$ cat src/hdl/mrfc_pkg.sv
// Shared types, constants and the CRC-16 byte update for the Modbus RTU frame checker.
// No dependencies.
package mrfc_pkg;

    localparam int unsigned MAX_FRAME_DEF = 256;
    localparam int unsigned LEN_W         = 9;
    localparam int unsigned DATA_W        = 8;
    localparam int unsigned CRC_W         = 16;
    localparam int unsigned RES_W         = 40;

    localparam logic [CRC_W-1:0]  CRC_INIT     = 16'hFFFF;
    localparam logic [CRC_W-1:0]  CRC_POLY     = 16'hA001;
    localparam logic [LEN_W-1:0]  MIN_FRAME    = 9'd6;
    localparam logic [DATA_W-1:0] SLAVE_ID_RST = 8'd1;
    localparam logic [DATA_W-1:0] ADDR_BCAST   = 8'd0;

    // Result word, last field in the lowest bits
    typedef struct packed {
        logic [2:0]        pad;
        logic [CRC_W-1:0]  computed_crc;
        logic              overlong;
        logic [LEN_W-1:0]  frame_length;
        logic [DATA_W-1:0] function_code;
        logic              broadcast;
        logic              addressed;
        logic              frame_valid;
    } t_result;

    // Reflected CRC-16 update with one byte, bit by bit
    function automatic logic [CRC_W-1:0] crc_feed(input logic [CRC_W-1:0] crc,
                                                  input logic [DATA_W-1:0] b);
        logic [CRC_W-1:0] c;
        c = crc ^ {{(CRC_W-DATA_W){1'b0}}, b};
        for (int k = 0; k < DATA_W; k++) begin
            if (c[0]) begin
                c = (c >> 1) ^ CRC_POLY;
            end else begin
                c = c >> 1;
            end
        end
        return c;
    endfunction

endpackage

$ cat src/hdl/mrfc_frame_state.sv
// Per-frame state: running CRC, two-byte hold-back line, byte count, address and function.
// Depends on mrfc_pkg.
module mrfc_frame_state #(
    parameter int unsigned MAX_FRAME = mrfc_pkg::MAX_FRAME_DEF
) (
    input  logic                       i_clk,
    input  logic                       i_rst_n,
    input  logic                       i_accept,
    input  logic [mrfc_pkg::DATA_W-1:0] i_data,
    input  logic                       i_last,
    input  logic [mrfc_pkg::DATA_W-1:0] i_slave_id,
    output mrfc_pkg::t_result          o_result
);
    import mrfc_pkg::*;

    logic [CRC_W-1:0]  r_crc,  n_crc;
    logic [DATA_W-1:0] r_dly0, r_dly1;
    logic [LEN_W-1:0]  r_count, n_count;
    logic [DATA_W-1:0] r_addr, n_addr;
    logic [DATA_W-1:0] r_func, n_func;
    logic              r_ovf,  n_ovf;
    logic [CRC_W-1:0]  received;
    logic              full;
    logic              valid;
    logic              bcast;

    // Next state for one byte
    always_comb begin
        full     = r_count >= LEN_W'(MAX_FRAME);
        n_crc    = (r_count >= LEN_W'(2)) ? crc_feed(r_crc, r_dly1) : r_crc;
        n_addr   = (r_count == '0) ? i_data : r_addr;
        n_func   = (r_count == LEN_W'(1)) ? i_data : r_func;
        n_ovf    = r_ovf | full;
        n_count  = full ? r_count : r_count + LEN_W'(1);
        // received CRC travels low byte first
        received = {i_data, r_dly0};
        valid    = (n_count >= MIN_FRAME) && !n_ovf && (received == n_crc);
        bcast    = n_addr == ADDR_BCAST;

        o_result.pad           = '0;
        o_result.computed_crc  = n_crc;
        o_result.overlong      = n_ovf;
        o_result.frame_length  = n_count;
        o_result.function_code = n_func;
        o_result.broadcast     = bcast;
        o_result.addressed     = valid && (bcast || n_addr == i_slave_id);
        o_result.frame_valid   = valid;
    end

    // Advance on each byte, clear after the last one
    always_ff @(posedge i_clk) begin
        if (!i_rst_n || (i_accept && i_last)) begin
            r_crc   <= CRC_INIT;
            r_dly0  <= '0;
            r_dly1  <= '0;
            r_count <= '0;
            r_addr  <= '0;
            r_func  <= '0;
            r_ovf   <= 1'b0;
        end else if (i_accept) begin
            r_crc   <= n_crc;
            r_dly1  <= r_dly0;
            r_dly0  <= i_data;
            r_count <= n_count;
            r_addr  <= n_addr;
            r_func  <= n_func;
            r_ovf   <= n_ovf;
        end
    end

endmodule

$ cat config.mk
export PLATFORM = sky130hd
export DESIGN_NAME = mrfc_frame_state
export DESIGN_NICKNAME = d
export VERILOG_FILES = /design/src/hdl/mrfc_pkg.sv /design/src/hdl/mrfc_frame_state.sv
export SDC_FILE = /design/constraint.sdc
export NUM_CORES = 1
export LEC_CHECK = 0
export BUFFER_PORTS_ARGS = -buffer_cell sky130_fd_sc_hd__buf_2
export CAP_MARGIN = 0
export CORE_MARGIN = 2
export CORE_UTILIZATION = 37
export DETAILED_ROUTE_END_ITERATION = 10
export PLACE_DENSITY = 0.6
export SLEW_MARGIN = 30
export SYNTH_ARGS = -nofsm -noshare
export SYNTH_HDL_FRONTEND = slang
export SYNTH_SLANG_ARGS = --single-unit
$ cat constraint.sdc
create_clock -name i_clk -period 4.2 [get_ports i_clk]
set_input_delay 0.84 -clock i_clk [delete_from_list [all_inputs] [get_ports i_clk]]
set_output_delay 0.84 -clock i_clk [all_outputs]
set_load 0.02 [all_outputs]
==> results.json, run 1 <==
{
  "outcome": "completed",
  "insertion_delay_ns": 0.36,
  "fin_crit_ns": 4.071,
  "path_clk_slew_ns": 0.07,
  "ant_nets": 0,
  "design.core.area_um2": 9864,
  "cts_buffers": 9,
  "synth_top_family_by_area": "simple AND/OR/NAND/NOR gates",
  "routed_wl_mm": 9.982,
  "die_w_um": 105.2,
  "syn-instance-count": 456,
  "async_flop_share": 0,
  "layoutNonFillerInstCount": 633,
  "synth.top_cells.by_count": "66 x nor2_1, 58 x dfxtp_1, 40 x nand2_1",
  "relSlewSlack": 0.5643,
  "synth_mux_area_frac": 0.1069,
  "hold_ws_ns": 0.4614,
  "wl_per_cell_um": 15.77,
  "initial_utilization": 0.3844,
  "yosysWarnings": 0,
  "io_pins": 60,
  "crit_type": "reg -> out",
  "dp.cells": 617,
  "hold_violations": 0,
  "cp-end-kind": "output port",
  "grt-ovfl-total": 0,
  "design.die.area_um2": 11080,
  "firstDrtPassIters": 5,
  "critPathLaunchType": "flip-flop",
  "synth.most_common_cell": "nor2_1",
  "irDropWorstVdd_uv": 171.4,
  "synth_fa_ha_area_frac": 0.009898,
  "synth.avg_cell_area_um2": 8.317,
  "final_util": 0.4418,
  "cts_root_buf": "clkbuf_8",
  "ys_seq_area_frac": 0.3062,
  "synth-xor-area-share": 0.1574,
  "hpwl_mm": 7.104,
  "fmax_mhz": 245.6,
  "synthTopCellsByArea": "dfxtp_1 31%, mux2i_1 9.5%, nor2_1 6.5%, xnor2_1 5.1%, nand2_1 4.0%",
  "n_antenna_cell": 0,
  "worst_slack_ns": 0.1290,
  "cts_setup_buffers": 0,
  "arrival_ns": 3.23,
  "hold_path_class": "reg -> reg",
  "period_share": 0.9693,
  "drv_cap": 0,
  "vias_per_cell": 5.150,
  "p_per_area_nw_per_um2": 351.7,
  "fin_setup_tns_ns": 0,
  "grt_setup_unrepaired": "false",
  "synthFlopType": "dfxtp_1",
  "cts_sinks": 58,
  "yosys.area_share.simple": 0.2082,
  "grt_pass1_wl_mm": 16.32,
  "power_mw": 1.533,
  "yosysTopAreaCell": "dfxtp_1",
  "synth_area_um2": 3792,
  "synthToLayoutAreaGrowth_pct": 14.91,
  "grt_max_degree": 48,
  "setup_violations": 0,
  "nets": 518,
  "maxSlewViolCount": 0,
  "synth-seq-cells": 58,
  "track_usage": 0.1868,
  "synth.top_cell.area_share": 0.3062,
  "num_vias": 3260,
  "dr.first_iter.drc_count": 159,
  "final_area_um2": 4358,
  "tightest_slew_ns": 0.6536,
  "grt_pass1_vias": 3079,
  "critPathMaxFanout": 6,
  "cts_buffer_depth": 2,
  "synth.distinct_cells": 63,
  "antenna_found_initial": 0,
  "io_buffers": 56,
  "leakage_nw": 1.917,
  "htreeDepth": 3,
  "dp_slack_ns": 0.4584,
  "drive_gt1_frac": 0.1980,
  "fp.dieH_um": 105.2,
  "synth_compound_area_frac": 0.1382,
  "cts_tree": "yes",
  "crit_required_ns": 3.36,
  "drc": 0,
  "rows": 36,
  "synth_enable_flop_cells": 0,
  "skew_ns": 0.01054,
  "place_area_um2": 4115,
  "gp_congestion": 0.9409
}
## final cells by class
cell class	instances	area [µm²]
Inverter	26	97.59
Fill cell	994	5507
Tap cell	133	166.4
Clock buffer	9	123.9
Sequential cell	58	1161
Multi-Input combinational cell	338	2366
Timing Repair Buffer	62	325.3
Clock inverter	7	117.6
## kinds of logic after synthesis
kind of cell | count (synthesis)
and+or+nand+nor | 166
AOI/OAI and AO/OA | 77
buffers and inverters | 62
DFF | 58
xor gates and xnor gates | 49
muxes | 40
adders and majority gates | 3
other | 1
## state kept, by name, indices dropped and copies added (netlist names)
register / count
r_crc: 16
r_dly0: 8
r_count: 9
r_dly1: 8
r_addr: 8
r_ovf: 1
r_func: 8
## timing repair
action | CTS | global route
setup endpoints to repair | 0 | 1
resized for setup | 0 | 1
hold buffers | 0 | 0
## where the power goes
group	leakage [nW]	internal, mW	switching [mW]	total, mW
sequential	0.472	0.569	0.0247	0.594
clock	0.111	0.392	0.237	0.629
combinational	1.33	0.128	0.181	0.309
## critical path, stage by stage (launching register included)
cell and delay [ns]:
dfxtp_1 0.34, xnor2_1 0.38, xnor3_1 0.40, xor3_2 0.31, xnor3_1 0.27, a211o_1 0.32
a2111oi_2 0.50, o21a_1 0.20, buf_2 0.16
## cell usage in the layout (no fill, tap or decap), types with 3 or more instances in the layout
| cell type | n |
|---|---|
| o21ai_0 | 7 |
| a211o_1 | 6 |
| a21oi_1 | 23 |
| o22ai_1 | 3 |
| o211ai_1 | 4 |
| a31oi_1 | 3 |
| xor2_1 | 14 |
| conb_1 | 3 |
| nor2b_1 | 14 |
| nand4_1 | 6 |
| bufinv_16 | 3 |
| nor4_1 | 6 |
| xnor2_1 | 22 |
| mux2_2 | 4 |
| nor2_1 | 66 |
| inv_1 | 26 |
| clkinvlp_4 | 3 |
| buf_2 | 56 |
| nor3_1 | 8 |
| clkbuf_8 | 9 |
| xnor2_2 | 3 |
| xnor3_1 | 4 |
| buf_4 | 6 |
| ha_1 | 3 |
| nand2_1 | 40 |
| mux2i_1 | 36 |
| o21ai_1 | 9 |
| nand3_1 | 11 |
| dfxtp_1 | 58 |
| a222oi_1 | 3 |
## path summary, 6_finish.rpt
| path | start | end | slack, ns | cells after the start |
|---|---|---|---|---|
| min | r_ovf$_SDFFE_PP0P_ | r_ovf$_SDFFE_PP0P_ | 0.46 | 2 |
| max | r_crc[1]$_SDFFE_PP1P_ | o_result[1] | 0.13 | 8 |
| min reg2reg | r_ovf$_SDFFE_PP0P_ | r_ovf$_SDFFE_PP0P_ | 0.46 | 2 |
| max reg2reg | r_crc[1]$_SDFFE_PP1P_ | r_crc[0]$_SDFFE_PP1P_ | 1.96 | 6 |
## metal layers
metal	part of all wire	track usage
met3	0.058	0.04824
met1	0.48	0.2532
met4	0.013	0.05524
met2	0.45	0.2917
met5	0	0
(Power assumes the default switching activity.)
==> inputs of run 2 (changes only) <==
CORE_UTILIZATION = 25   (was 37)
PLACE_DENSITY = 0.46   (was 0.6)
==> run 2 against run 1 <==
Compared with the run above:
- combinational power up 3%
- setup slack better by 0.13 ns
- utilization down 14 points
- die area up 46%
- via count about the same
- final cell count up 8.8%
- fmax up 3.3%
- highest routed layer unchanged
- non-clock buffer count up 1
- power up 12%
- clock skew down 0.0031 ns
- routed wire length up 11%
- final area up 4.0%
==> results.json, run 2 (synthesis results as in run 1) <==
{
  "grt_pass1_vias": 3215,
  "postCtsHoldBufs": 0,
  "power_mw": 1.712,
  "cts_buffer_depth": 2,
  "htreeDepth": 3,
  "irDropWorstVdd_uv": 177.0,
  "grt_setup_unrepaired": "false",
  "die_w_um": 127.2,
  "initial_utilization": 0.2523,
  "vias_per_cell": 4.730,
  "cp_top_family": "XOR/XNOR gates",
  "top_regs": "r_crc x16, r_count x9",
  "gp_congestion": 0.8632,
  "critPathLaunchType": "flip-flop",
  "hpwl_mm": 8.078,
  "critPathSlowestCell": "xor3_2",
  "path_clk_slew_ns": 0.06,
  "io_buffers": 56,
  "antenna_found_initial": 0,
  "cp_num_buf_inv": 1,
  "arrival_ns": 3.10,
  "relSlewSlack": 0.4478,
  "cp-end-kind": "output port",
  "wl_per_cell_um": 16.07,
  "ant_nets": 0,
  "num_vias": 3259,
  "cts_sinks": 58,
  "rows": 45,
  "regMostFlops": "r_crc",
  "setup_violations": 0,
  "synthToLayoutAreaGrowth_pct": 19.53,
  "period_share": 0.9383,
  "n_antenna_cell": 0,
  "hold_path_class": "reg -> reg",
  "design.core.area_um2": 15030,
  "hold_violations": 0,
  "dr.first_iter.drc_count": 204,
  "cts_tree": "yes",
  "grt_pass1_wl_mm": 17.56,
  "io_pins": 60,
  "firstDrtPassIters": 5,
  "fin_setup_tns_ns": 0,
  "design.die.area_um2": 16170,
  "routed_wl_mm": 11.07,
  "tightest_slew_ns": 0.8282,
  "crit_chain": "xnor2_1 > xnor2_2 > xor3_2 > xnor3_1 > a211o_1 > a2111oi_4 > o21a_1 > buf_2",
  "grt_max_degree": 63,
  "drc": 0,
  "fin_crit_ns": 3.941,
  "skew_ns": 0.007482,
  "final_cell_mix": "66 x nor2_1, 58 x dfxtp_1, 56 x buf_2, 40 x nand2_1, 36 x mux2i_1",
  "p_per_area_nw_per_um2": 377.7,
  "critPathMaxFanout": 6,
  "leakage_nw": 1.974,
  "drv_cap": 0,
  "place_area_um2": 4192,
  "cts_root_buf": "clkbuf_16",
  "nets": 519,
  "outcome": "completed",
  "layout_commonest_cell": "nor2_1",
  "crit_type": "reg -> out",
  "maxSlewViolCount": 0,
  "insertion_delay_ns": 0.34,
  "fp.dieH_um": 127.2,
  "track_usage": 0.1402,
  "fmax_mhz": 253.8,
  "largest_reg_flops": 16,
  "final_area_um2": 4533,
  "drive_gt1_frac": 0.1996,
  "grt-ovfl-total": 0,
  "cts_buffers": 9,
  "crit_required_ns": 3.36,
  "critical_path.max_stage_delay_ns": 0.55
}
-- run 2: cell types whose count changed in the layout (fill, tap and decap cells not counted), sizes merged --
cell / before / now
buf: 62 / 63
bufinv: 3 / 2
clkbuf: 9 / 11
clkinv: 1 / 2
clkinvlp: 3 / 1
-- run 2: timing repair --
item                                    4_1_cts  5_1_grt
buffers inserted                              0        0
resized for setup                             1        2
endpoints found under the setup margin        1        1
-- run 2: power breakdown --
group          internal (mW)  switching, mW  leakage [nW]
logic                  0.131          0.188          1.35
clock network          0.533          0.265         0.156
registers              0.570         0.0246         0.472
total                   1.23          0.478          1.97
-- run 2: layer usage --
| metal | part of all wire | vias to the layer above | track usage |
|---|---|---|---|
| li1 | - | 1641 | - |
| met2 | 0.44 | 81 | 0.2185 |
| met3 | 0.041 | 11 | 0.03183 |
| met5 | 0 | - | 0 |
| met4 | 0.013 | 0 | 0.04396 |
| met1 | 0.51 | 1526 | 0.1933 |
-- run 2: area by class of cell --
cell class                 instances  area (µm²)
timing repair buffer              63       332.8
clock inverter                     5       77.57
clock buffer                      11       242.7
inverter                          26       97.59
fill                            1596       10500
sequential                        58        1161
tap                              188       235.2
multi-input combinational        338        2386
-- run 2: final timing paths --
check                   startpoint                     to  slack [ns]  cells past startpoint
max reg2reg  r_crc[2]$_SDFFE_PP1P_  r_crc[0]$_SDFFE_PP1P_        1.91                      6
max          r_crc[2]$_SDFFE_PP1P_            o_result[1]        0.26                      8
min reg2reg     r_ovf$_SDFFE_PP0P_     r_ovf$_SDFFE_PP0P_        0.46                      2
min             r_ovf$_SDFFE_PP0P_     r_ovf$_SDFFE_PP0P_        0.46                      2
-- run 2: through the flow --
stage            util  cells  hold WS, ns  setup slack [ns]
6_report       0.3015    689       0.4590            0.2593
5_1_grt        0.3015    689       0.4827            0.1310
4_1_cts        0.3002    689       0.4642            0.1243
3_5_place_dp   0.2788    673       0.4524            0.3378
3_3_place_gp   0.2788    673       0.4408            0.3006
2_1_floorplan       -    458       0.4290            0.8763
-- run 2: worst min-delay path: cells and delay by family, from the launching register on --
kind            cells  cell delay (ns)
flops               1             0.32
compound gates      1             0.04
simple gates        1             0.07
